[src/rtl/sliding_window_median_filter_core_macros.svh]
// Assertion macros for the median filter RTL.
// Needs clk and rst_n to be visible at the point of use.
`ifndef SLIDING_WINDOW_MEDIAN_FILTER_CORE_MACROS_SVH
`define SLIDING_WINDOW_MEDIAN_FILTER_CORE_MACROS_SVH

// Same-cycle implication, sampled on the rising clock edge and disabled in reset.
`define SWMF_ASSERT_IMPL(lbl, ante, cons, msg) \
  lbl: assert property (@(posedge clk) disable iff (!rst_n) (ante) |-> (cons)) \
    else $error(msg);

// Next-cycle implication, sampled on the rising clock edge and disabled in reset.
`define SWMF_ASSERT_NEXT(lbl, ante, cons, msg) \
  lbl: assert property (@(posedge clk) disable iff (!rst_n) (ante) |=> (cons)) \
    else $error(msg);

`endif

[src/rtl/swmf_pkg.sv]
// Package for the sliding window median filter.
// Holds the sample type and the flag struct that passes between neighboring cells.
package swmf_pkg;

  localparam int SAMPLE_W = 16;

  typedef logic [SAMPLE_W-1:0] sample_t;

  // Flags that one cell shows to its neighbors and to the top level.
  typedef struct packed {
    logic gt;     // stored value is greater than the incoming word
    logic evict;  // this cell holds the oldest word of the window
    logic ev_le;  // the oldest word sits in this cell or in a cell below it
  } cell_flags_t;

endpackage

[src/rtl/swmf_cell.sv]
// One cell of the sorted window chain: a value and its age.
// Depends on swmf_pkg.
module swmf_cell #(
  parameter int WINDOW = 10
) (
  input  logic                        clk,
  input  logic                        load,
  input  logic                        prime,
  input  swmf_pkg::sample_t           sample,
  input  logic [$clog2(WINDOW)-1:0]   init_age,
  input  logic                        ev_le_lo,
  input  swmf_pkg::sample_t           lo_val,
  input  logic [$clog2(WINDOW)-1:0]   lo_age,
  input  swmf_pkg::cell_flags_t       lo_flags,
  input  swmf_pkg::sample_t           hi_val,
  input  logic [$clog2(WINDOW)-1:0]   hi_age,
  input  swmf_pkg::cell_flags_t       hi_flags,
  output swmf_pkg::sample_t           val,
  output logic [$clog2(WINDOW)-1:0]   age,
  output swmf_pkg::cell_flags_t       flags,
  output swmf_pkg::sample_t           val_nxt
);
  import swmf_pkg::*;

  localparam int AGE_W = $clog2(WINDOW);
  localparam logic [AGE_W-1:0] LAST_AGE = AGE_W'(WINDOW - 1);

  sample_t          val_r;
  logic [AGE_W-1:0] age_r;
  logic [AGE_W-1:0] age_nxt;
  cell_flags_t      own;

  always_comb begin
    own.gt    = (val_r > sample);
    own.evict = (age_r == LAST_AGE);
    own.ev_le = ev_le_lo | own.evict;
  end

  // When the oldest word is at or below this cell, words up to the new one
  // slide down; otherwise words above the new one slide up. The cell holding
  // the oldest word takes its lower neighbor's word when the new word lands
  // below it.
  always_comb begin
    val_nxt = val_r;
    age_nxt = age_r + AGE_W'(1);
    if (prime) begin
      val_nxt = sample;
      age_nxt = init_age;
    end else if (own.ev_le) begin
      if (!hi_flags.gt) begin
        val_nxt = hi_val;
        age_nxt = hi_age + AGE_W'(1);
      end else if (own.evict && lo_flags.gt) begin
        val_nxt = lo_val;
        age_nxt = lo_age + AGE_W'(1);
      end else if (own.evict || !own.gt) begin
        val_nxt = sample;
        age_nxt = '0;
      end
    end else if (own.gt) begin
      if (lo_flags.gt) begin
        val_nxt = lo_val;
        age_nxt = lo_age + AGE_W'(1);
      end else begin
        val_nxt = sample;
        age_nxt = '0;
      end
    end
  end

  always_ff @(posedge clk) begin
    if (load) begin
      val_r <= val_nxt;
      age_r <= age_nxt;
    end
  end

  assign val   = val_r;
  assign age   = age_r;
  assign flags = own;

endmodule

[src/rtl/sliding_window_median_filter_core.sv]
// Running median filter over the last WINDOW unsigned 16-bit words. The window
// lives in a row of WINDOW cells kept in ascending order, each cell holding one
// word and its age. An accepted word replaces the oldest entry and is inserted
// in sorted order in the same cycle, so the block takes one word per clock while
// in_stall is low; the median reaches the output register in the next cycle.
// The cycle time is set by the 16-bit compare in each cell plus the ripple
// along the row that locates the oldest entry. The first word after reset
// fills every cell, so its median is the word itself. For an even window the
// result is the upper of the two middle words. A finished result waits in the
// output register while the next word is still taken if the output moves on
// in the same cycle.
module sliding_window_median_filter_core #(
  parameter int WINDOW = 10
) (
  input  logic              clk,
  input  logic              rst_n,
  input  logic              in_valid,
  output logic              in_stall,
  input  swmf_pkg::sample_t in_sample,
  output logic              out_valid,
  input  logic              out_stall,
  output swmf_pkg::sample_t out_median
);
  import swmf_pkg::*;

  `include "sliding_window_median_filter_core_macros.svh"

  localparam int AGE_W = $clog2(WINDOW);
  localparam int MID   = WINDOW / 2;

  // Cell row signals, index 0 holds the smallest word.
  sample_t          cell_val     [WINDOW];
  logic [AGE_W-1:0] cell_age     [WINDOW];
  cell_flags_t      cell_flags   [WINDOW];
  sample_t          cell_val_nxt [WINDOW];
  logic [WINDOW-1:0] evict_vec;

  logic    primed_r;
  logic    out_valid_r;
  sample_t median_r;
  logic    accept;

  // A new word is taken whenever the output register is empty or drains now.
  assign in_stall = out_valid_r & out_stall;
  assign accept   = in_valid & ~in_stall;

  for (genvar i = 0; i < WINDOW; i++) begin : g_cell
    localparam int LO = (i == 0) ? 0 : i - 1;
    localparam int HI = (i == WINDOW - 1) ? WINDOW - 1 : i + 1;

    logic        ev_le_lo;
    cell_flags_t lo_flags;
    cell_flags_t hi_flags;

    // The bottom cell sees nothing below it; the top cell sees a virtual
    // neighbor above that is larger than any word.
    always_comb begin
      ev_le_lo = (i == 0) ? 1'b0 : cell_flags[LO].ev_le;
      lo_flags = cell_flags[LO];
      hi_flags = cell_flags[HI];
      if (i == 0) begin
        lo_flags.gt = 1'b0;
      end
      if (i == WINDOW - 1) begin
        hi_flags.gt = 1'b1;
      end
    end

    swmf_cell #(
      .WINDOW (WINDOW)
    ) u_cell (
      .clk      (clk),
      .load     (accept),
      .prime    (~primed_r),
      .sample   (in_sample),
      .init_age (AGE_W'(i)),
      .ev_le_lo (ev_le_lo),
      .lo_val   (cell_val[LO]),
      .lo_age   (cell_age[LO]),
      .lo_flags (lo_flags),
      .hi_val   (cell_val[HI]),
      .hi_age   (cell_age[HI]),
      .hi_flags (hi_flags),
      .val      (cell_val[i]),
      .age      (cell_age[i]),
      .flags    (cell_flags[i]),
      .val_nxt  (cell_val_nxt[i])
    );

    assign evict_vec[i] = cell_flags[i].evict;
  end

  // Control state: the priming flag and the output valid bit.
  always_ff @(posedge clk) begin
    if (!rst_n) begin
      primed_r    <= 1'b0;
      out_valid_r <= 1'b0;
    end else begin
      if (accept) begin
        primed_r <= 1'b1;
      end
      if (accept) begin
        out_valid_r <= 1'b1;
      end else if (!out_stall) begin
        out_valid_r <= 1'b0;
      end
    end
  end

  // The median is the middle cell of the row after the insertion.
  always_ff @(posedge clk) begin
    if (accept) begin
      median_r <= cell_val_nxt[MID];
    end
  end

  assign out_valid  = out_valid_r;
  assign out_median = median_r;

  // Once primed, the ages form a permutation, so exactly one cell is oldest.
  `SWMF_ASSERT_IMPL(a_one_oldest, primed_r, $onehot(evict_vec), "oldest entry not unique")
  // Every accepted word leaves a result in the output register.
  `SWMF_ASSERT_NEXT(a_result_follows, accept, out_valid_r, "accepted word gave no result")
  // The first accepted word primes the window for good.
  `SWMF_ASSERT_NEXT(a_primed, accept, primed_r, "window not primed after a word")

endmodule

[config.mk]
export PLATFORM = sky130hd
export DESIGN_NAME = sliding_window_median_filter_core
export DESIGN_NICKNAME = d
export VERILOG_FILES = /design/src/rtl/swmf_pkg.sv /design/src/rtl/swmf_cell.sv /design/src/rtl/sliding_window_median_filter_core.sv
export VERILOG_INCLUDE_DIRS = /design/src /design/src/rtl
export SDC_FILE = /design/constraint.sdc
export NUM_CORES = 1
export LEC_CHECK = 0
export BUFFER_PORTS_ARGS = -buffer_cell sky130_fd_sc_hd__buf_2
export CORE_UTILIZATION = 55
export CTS_BUF_LIST = sky130_fd_sc_hd__clkbuf_4
export DETAILED_ROUTE_END_ITERATION = 8
export PLACE_DENSITY = 0.83
export SKIP_CTS_REPAIR_TIMING = 1
export SYNTH_ARGS = -nofsm -noshare
export SYNTH_HDL_FRONTEND = slang
export SYNTH_SLANG_ARGS = --single-unit
[constraint.sdc]
create_clock -name clk -period 6 [get_ports clk]
set_input_delay 0.6 -clock clk [delete_from_list [all_inputs] [get_ports clk]]
set_output_delay 0.6 -clock clk [all_outputs]
set_load 0.005 [all_outputs]
---- Word-level counts from Yosys, hierarchy flattened ----
Index checks and enable logic that the tools add are counted.
cells by class
  $add $sub $neg .......................... 10
  multipliers ............................. 0
  div/mod/pow operators ................... 0
  $lt $le $gt $ge ......................... 10
  eq/ne operators ......................... 31
  shifts and indexed selects .............. 0
  mux-type cells .......................... 126
  bitwise operators ....................... 12
  reduce and logical (&&, ||, !) cells .... 39
operators by type and width
  kind                                                    count
  two-way mux 16 bit                                      67
  two-way mux 4 bit                                       57
  greater-than comparator 16 bit                          10
  adder 4 x 1 -> 4 bit (second input constant)            10
  equality test 4 bit (second input constant)             10
  inequality test 5 bit (second input constant)           8
  AND reduction 3 bit                                     10
  inequality test 3 x 1 -> 1 bit (second input constant)  9
  logical NOT 1 bit                                       10
  logical OR 1 bit                                        10
  logical AND 1 bit                                       9
  OR 1 bit                                                9
  inequality test 4 x 2 -> 1 bit (second input constant)  1
  inequality test 4 bit (second input constant)           1
  inequality test 3 x 2 -> 1 bit (second input constant)  1
  bitwise AND 1 bit                                       2
  two-way mux 1 bit                                       2
  inequality test 2 x 1 -> 1 bit (second input constant)  1
  inverter 1 bit                                          1
storage, ports and cells
  register bits ........................... 202
  bits in latches ......................... 0
  memory bits (writable) .................. 0
  bits in read-only memories .............. 0
  input port bits ......................... 20
  output and inout port bits .............. 18
  memories ................................ 0

---- Logic depth before layout (Yosys ltp) ----
  depth in word-level cells ............... 12
  depth in mapped cells ................... 13
  depth with buffers taken out ............ 9

---- Cells and area by module ----
From an unflattened synthesis, not the netlist that was laid out.
unflattened totals
  cells, all modules ...................... 3,112
  area, all modules ....................... 25,350.6 um^2
by module, submodules not included
  module                             times used  cells each  area each (um^2)
  swmf_cell (g_cell[0].u_cell ...)   7           309         2,492.4
  swmf_cell (g_cell[8].u_cell)       1           325         2,526.2
  swmf_cell (g_cell[9].u_cell)       1           308         2,471.1
  swmf_cell (g_cell[3].u_cell)       1           291         2,339.7
  sliding_window_median_filter_core  1           25          566.8

---- Worst setup path before layout ----
Ideal clock, no wire load.
  kind .................................... input-to-reg
  start point ............................. input in_sample[7]
  end point ............................... register g_cell[8].u_cell.val_r[0] (enable)
  data arrival time ....................... 3.933 ns
  required time ........................... 5.581 ns
  setup slack ............................. 1.648 ns
  stages .................................. 10
  path through ............................ inv_1 > ha_1 > a21oi_1 > o21a_1 > o221ai_1 > a2111oi_2 > or2_1 > clkbuf_1 > nor3_1 > a311oi_1
between the ends
  longest elaborated chain between the ends .. 5
  elaborated cells between the ends (all ways) .. 9
  classes of those cells .................. order compare: 3; eq/ne: 2; reduce/logical: 4
RTL lines
  item                                      RTL line                                 source
  start: declaration                        sliding_window_median_filter_core.sv:19  input swmf_pkg::sample_t in_sample,
  greater-than comparator 16 bit            swmf_cell.sv:34                          own.gt = (val_r > sample);
  logical NOT 1 bit                         swmf_cell.sv:56                          end else if (own.evict || !own.gt) begin
  logical OR 1 bit                          swmf_cell.sv:56
  inequality test 5 bit (no source line)    -
  AND reduction 3 bit (no source line) (*)  -
  end signal: assignment                    swmf_cell.sv:73                          val_r <= val_nxt;
  end: declaration                          swmf_cell.sv:28                          sample_t val_r;
Mark *: on every way between the ends. The rest lies on a longest branch, timed or not.
A chain may end at the register's enable or synchronous reset.

==> results summary <==
The shortest period the worst path allows came out at 4.53 ns. The final-layout fill cell count is ~2,500. The setup skew after layout came out at ~0.054 ns. The x dimension of the die is approximately 180 um. Setup slack on the worst reg-to-reg path comes out at 1.47 ns. The starting density of the core is roughly 56%. Clock-pin slew was measured on the worst setup and hold paths at 0.08 ns. The detailed-router iteration count before antenna repair came out at 6. The maximum ir drop on the vdd rail is 0.161 mV. Summing all non-filler instances in the final layout gives an area of 17,700 sq um. The tightest hold path in the finished design has a slack of approximately 0.11 ns. The proportion of layout cells with a drive suffix above 1 came out at between 10% and 20%. The placed instance count is 1,967.

The flow ran to the end, and the final reports show no timing, DRC or antenna violations. The cell type of the slowest stage on the worst timing path is sky130_fd_sc_hd__o21ai_1. Summing every instance area after synthesis gives 16,800 sq um. The required time of the critical path came out at ~6.6 ns. The number of cells produced by synthesis is ~1,700.

The number of antenna violations at the first check in global routing came out at 4. The largest fanout on the critical path is 22. The number of enable flip-flop cells after synthesis came out at 200. The placed wire-length estimate after detailed placement came out at between 30,000 and 40,000 um.

The length in cells of the worst reg-to-reg path is 8. The proportion of synthesized flip-flops having asynchronous set or reset came out at 0%. The number of top-level pins came out at 38. The hold violation total from the final report is 0. The growth of design area from synthesis to finish is 5.29%. In this design, the largest share of critical-path delay is due to simple AND/OR/NAND/NOR gates. Across every metal layer, demand over resource in global routing totals a little under a third. The TritonCTS clock tree is done. The critical path contains buffers and inverters numbering 0 combined. The Yosys step of the flow raised 0 warnings. The number of standard-cell rows in the floorplan came out at 63. The residual overflow from global routing is 0.

The worst slew slack as a fraction of its limit is a little under an eighth. The net count after synthesis came out at 1,857. The worst min-delay path endpoint is out_valid.

The via count is roughly 15,000. In this run the vertical extent of the chip is approximately 180 um. The type of element launching the critical path is a flip-flop. The library cell used most frequently in the layout, excluding fill and tap cells, is sky130_fd_sc_hd__edfxtp_1.

The terminus of the critical flop-to-flop path is g_cell[4].u_cell.val[1]. The number of cells on the worst hold path came out at 2. The type of the most critical hold path is input pin to flip-flop. The number of max-capacitance violations reported came out at 0. The core box area came out at 29,800 sq um.

The total number of H-tree levels is 2. The actual transition at the worst max-transition pin is approximately 1.3 ns. The quantity of I/O buffers inserted on ports is 37. After layout, the worst path uses about three quarters of the clock period.

The largest net degree at the start of global routing is 70. The final design utilization came out at 59.3%. The remaining antenna violation count is 0. Dividing the detail-routed via count by the number of cells gives 7.39. The iteration-0 DRC count of the detailed router is roughly 2,200. Summed over all failing endpoints, the final setup total negative slack is 0 ns. The clock passes through at most 3 buffers. The path type of the worst setup path is flip-flop to flip-flop. The sequential area share after synthesis is between 30% and 40%. Among all flip-flop cells after synthesis, the most frequent one is sky130_fd_sc_hd__edfxtp_1.

After detailed placement, the total cell area comes to 17,000 sq um. Walking the worst path, the cells encountered are ha_1 > and3b_1 > nor3_4 > nand2_1 > nor2_2 > nor2_1 > o21ai_1 > a221o_1. The final layout net count came out at about 1,800. The final-report max-slew violation count came out at 0. Summed over all layers, the routed wires come to about 50,000 um.

CTS placed an instance of sky130_fd_sc_hd__clkbuf_4 at the clock tree root. In the layout the commonest cells are sky130_fd_sc_hd__edfxtp_1, sky130_fd_sc_hd__ha_1, sky130_fd_sc_hd__nand2_1. The count of non-filler cells in the finished layout came out at 2,067.

STA classifies the critical path endpoint as a flip-flop. At the end of routability-driven placement, the weighted congestion stood at roughly 0.98. Setup repair after global routing left no endpoint under its margin. The synthesized flop and latch total is 202.

The first-pass GRT wire length is around 80,000 um. The reg-to-reg startpoint is g_cell[1].u_cell.age[0]. The signal arrival time at the worst endpoint came out at ~5.1 ns.

The maximum clock rate is 221 MHz. The die area is 31,200 sq um. Dividing the detail-routed wire length by the instance count gives ~24 um. The number of remaining DRC errors came out at 0. The number of distinct library cells after synthesis came out at between 90 and 100. The worst hold path begins at rst_n. The clock latency on the worst-skew pair came out at slightly above 0.7 ns. The power density relative to cell area is around 270 nW/um^2.

The standby leakage power is 6.72 nW. In this run the mean area of a mapped cell was between 10 and 15 sq um. Counting every sink on the clock net gives 202. The number of clock buffers inserted by TritonCTS is 55. The via count of the first global-routing pass came out at ~14,000. The largest incremental delay on the critical path came out at ~1.0 ns. The total setup violations reported at the end of the flow came out at 0.
-- flip-flops by register name, indices dropped and copies added (netlist names) --
name               cells
primed_r               1
out_valid              1
g_cell.u_cell.val    160
g_cell.u_cell.age     40
-- where the power goes --
| part | internal (mW) | switching, mW | total [mW] |
|---|---|---|---|
| Combinational | 0.553 | 0.966 | 1.52 |
| Clock | 0.676 | 0.639 | 1.32 |
| Sequential | 1.78 | 0.179 | 1.96 |
| Total | 3.01 | 1.78 | 4.79 |
-- cells in the mapped netlist (9+ instances only) --
| cell | n | area share, % |
|---|---|---|
| sky130_fd_sc_hd__a211oi_1 | 17 | 0.76 |
| sky130_fd_sc_hd__a21o_1 | 17 | 0.76 |
| sky130_fd_sc_hd__a21oi_1 | 76 | 2.3 |
| sky130_fd_sc_hd__a221o_1 | 49 | 2.9 |
| sky130_fd_sc_hd__a221oi_1 | 31 | 1.6 |
| sky130_fd_sc_hd__a22o_1 | 17 | 0.89 |
| sky130_fd_sc_hd__a311o_1 | 15 | 0.89 |
| sky130_fd_sc_hd__a31oi_1 | 9 | 0.34 |
| sky130_fd_sc_hd__and2_1 | 10 | 0.37 |
| sky130_fd_sc_hd__and3_1 | 21 | 0.78 |
| sky130_fd_sc_hd__and3b_1 | 9 | 0.47 |
| sky130_fd_sc_hd__buf_2 | 40 | 1.2 |
| sky130_fd_sc_hd__buf_4 | 26 | 1.2 |
| sky130_fd_sc_hd__clkbuf_1 | 60 | 1.3 |
| sky130_fd_sc_hd__edfxtp_1 | 200 | 36 |
| sky130_fd_sc_hd__ha_1 | 180 | 13 |
| sky130_fd_sc_hd__inv_1 | 75 | 1.7 |
| sky130_fd_sc_hd__mux2_2 | 31 | 2.1 |
| sky130_fd_sc_hd__mux2i_1 | 19 | 1.1 |
| sky130_fd_sc_hd__nand2_1 | 91 | 2.0 |
| sky130_fd_sc_hd__nand2b_1 | 19 | 0.71 |
| sky130_fd_sc_hd__nand3_1 | 36 | 1.1 |
| sky130_fd_sc_hd__nand3b_1 | 11 | 0.49 |
| sky130_fd_sc_hd__nand4_1 | 39 | 1.5 |
| sky130_fd_sc_hd__nor2_1 | 88 | 2.0 |
| sky130_fd_sc_hd__nor2b_1 | 13 | 0.48 |
| sky130_fd_sc_hd__nor3_1 | 37 | 1.1 |
| sky130_fd_sc_hd__nor4_1 | 11 | 0.41 |
| sky130_fd_sc_hd__o211ai_1 | 15 | 0.67 |
| sky130_fd_sc_hd__o21a_1 | 28 | 1.3 |
| sky130_fd_sc_hd__o21ai_0 | 72 | 2.1 |
| sky130_fd_sc_hd__o221a_2 | 30 | 2.0 |
| sky130_fd_sc_hd__o221ai_1 | 37 | 1.9 |
| sky130_fd_sc_hd__o22ai_1 | 21 | 0.78 |
| sky130_fd_sc_hd__o311a_1 | 11 | 0.66 |
| sky130_fd_sc_hd__o32a_1 | 20 | 1.2 |
| sky130_fd_sc_hd__or3_1 | 19 | 0.71 |
| sky130_fd_sc_hd__xnor2_1 | 9 | 0.47 |
| sky130_fd_sc_hd__xor2_1 | 11 | 0.57 |
-- worst max path at each step --
stage	cells past startpoint	to	slack, ns	startpoint
6_report	8	g_cell[4].u_cell.val[1]	1.47	g_cell[1].u_cell.age[0]
5_1_grt	8	g_cell[4].u_cell.val[1]	1.27	g_cell[1].u_cell.age[0]
4_1_cts	8	g_cell[4].u_cell.val[1]	1.68	g_cell[1].u_cell.age[0]
3_5_place_dp	10	g_cell[4].u_cell.val[8]	1.13	in_sample[15]
3_3_place_gp	10	g_cell[3].u_cell.val[10]	1.37	in_sample[15]
2_1_floorplan	10	g_cell[8].u_cell.val[0]	1.65	in_sample[7]
-- metrics by stage --
stage / worst slack (ns) / total power, mW
after floorplan: 1.65 / 3.03
after global placement: 1.37 / 3.36
after detailed placement: 1.13 / 3.43
after CTS: 1.68 / 4.73
after global routing: 1.27 / 4.99
final: 1.47 / 4.79
-- cells by family (layout without fill, tap and decap cells) --
logic type / Yosys count / after routing / share of synthesized area, %
and+or+nand+nor: 444 / 444 / 14.2
buffers and inverters: 211 / 227 / 5.91
AOI/OAI and AO/OA: 550 / 550 / 26.2
muxes: 50 / 50 / 3.21
DFF: 202 / 202 / 36.0
other: 0 / 4 / 0
xor gates and xnor gates: 20 / 20 / 1.04
adders and majority gates: 180 / 180 / 13.4
-- cell type report --
class                           instances  area (sq um)  share of cell area (%)
Clock inverter                         12          77.6                   0.439
Tap cell                              390           488                    2.76
Multi-Input combinational cell       1244          9810                    55.5
Clock buffer                           84           631                    3.57
Sequential cell                       202          6050                    34.2
Inverter                               75           282                    1.59
Timing Repair Buffer                   56           328                    1.85
Antenna cell                            4          10.0                  0.0566
-- routing by layer --
metal	wire, um	global-route usage [%]
met5	0	0
met4	1700	12.3
met3	6150	6.46
met2	22100	48.1
met1	20300	44.1
No activity file was read; power rests on OpenSTA's default activity.
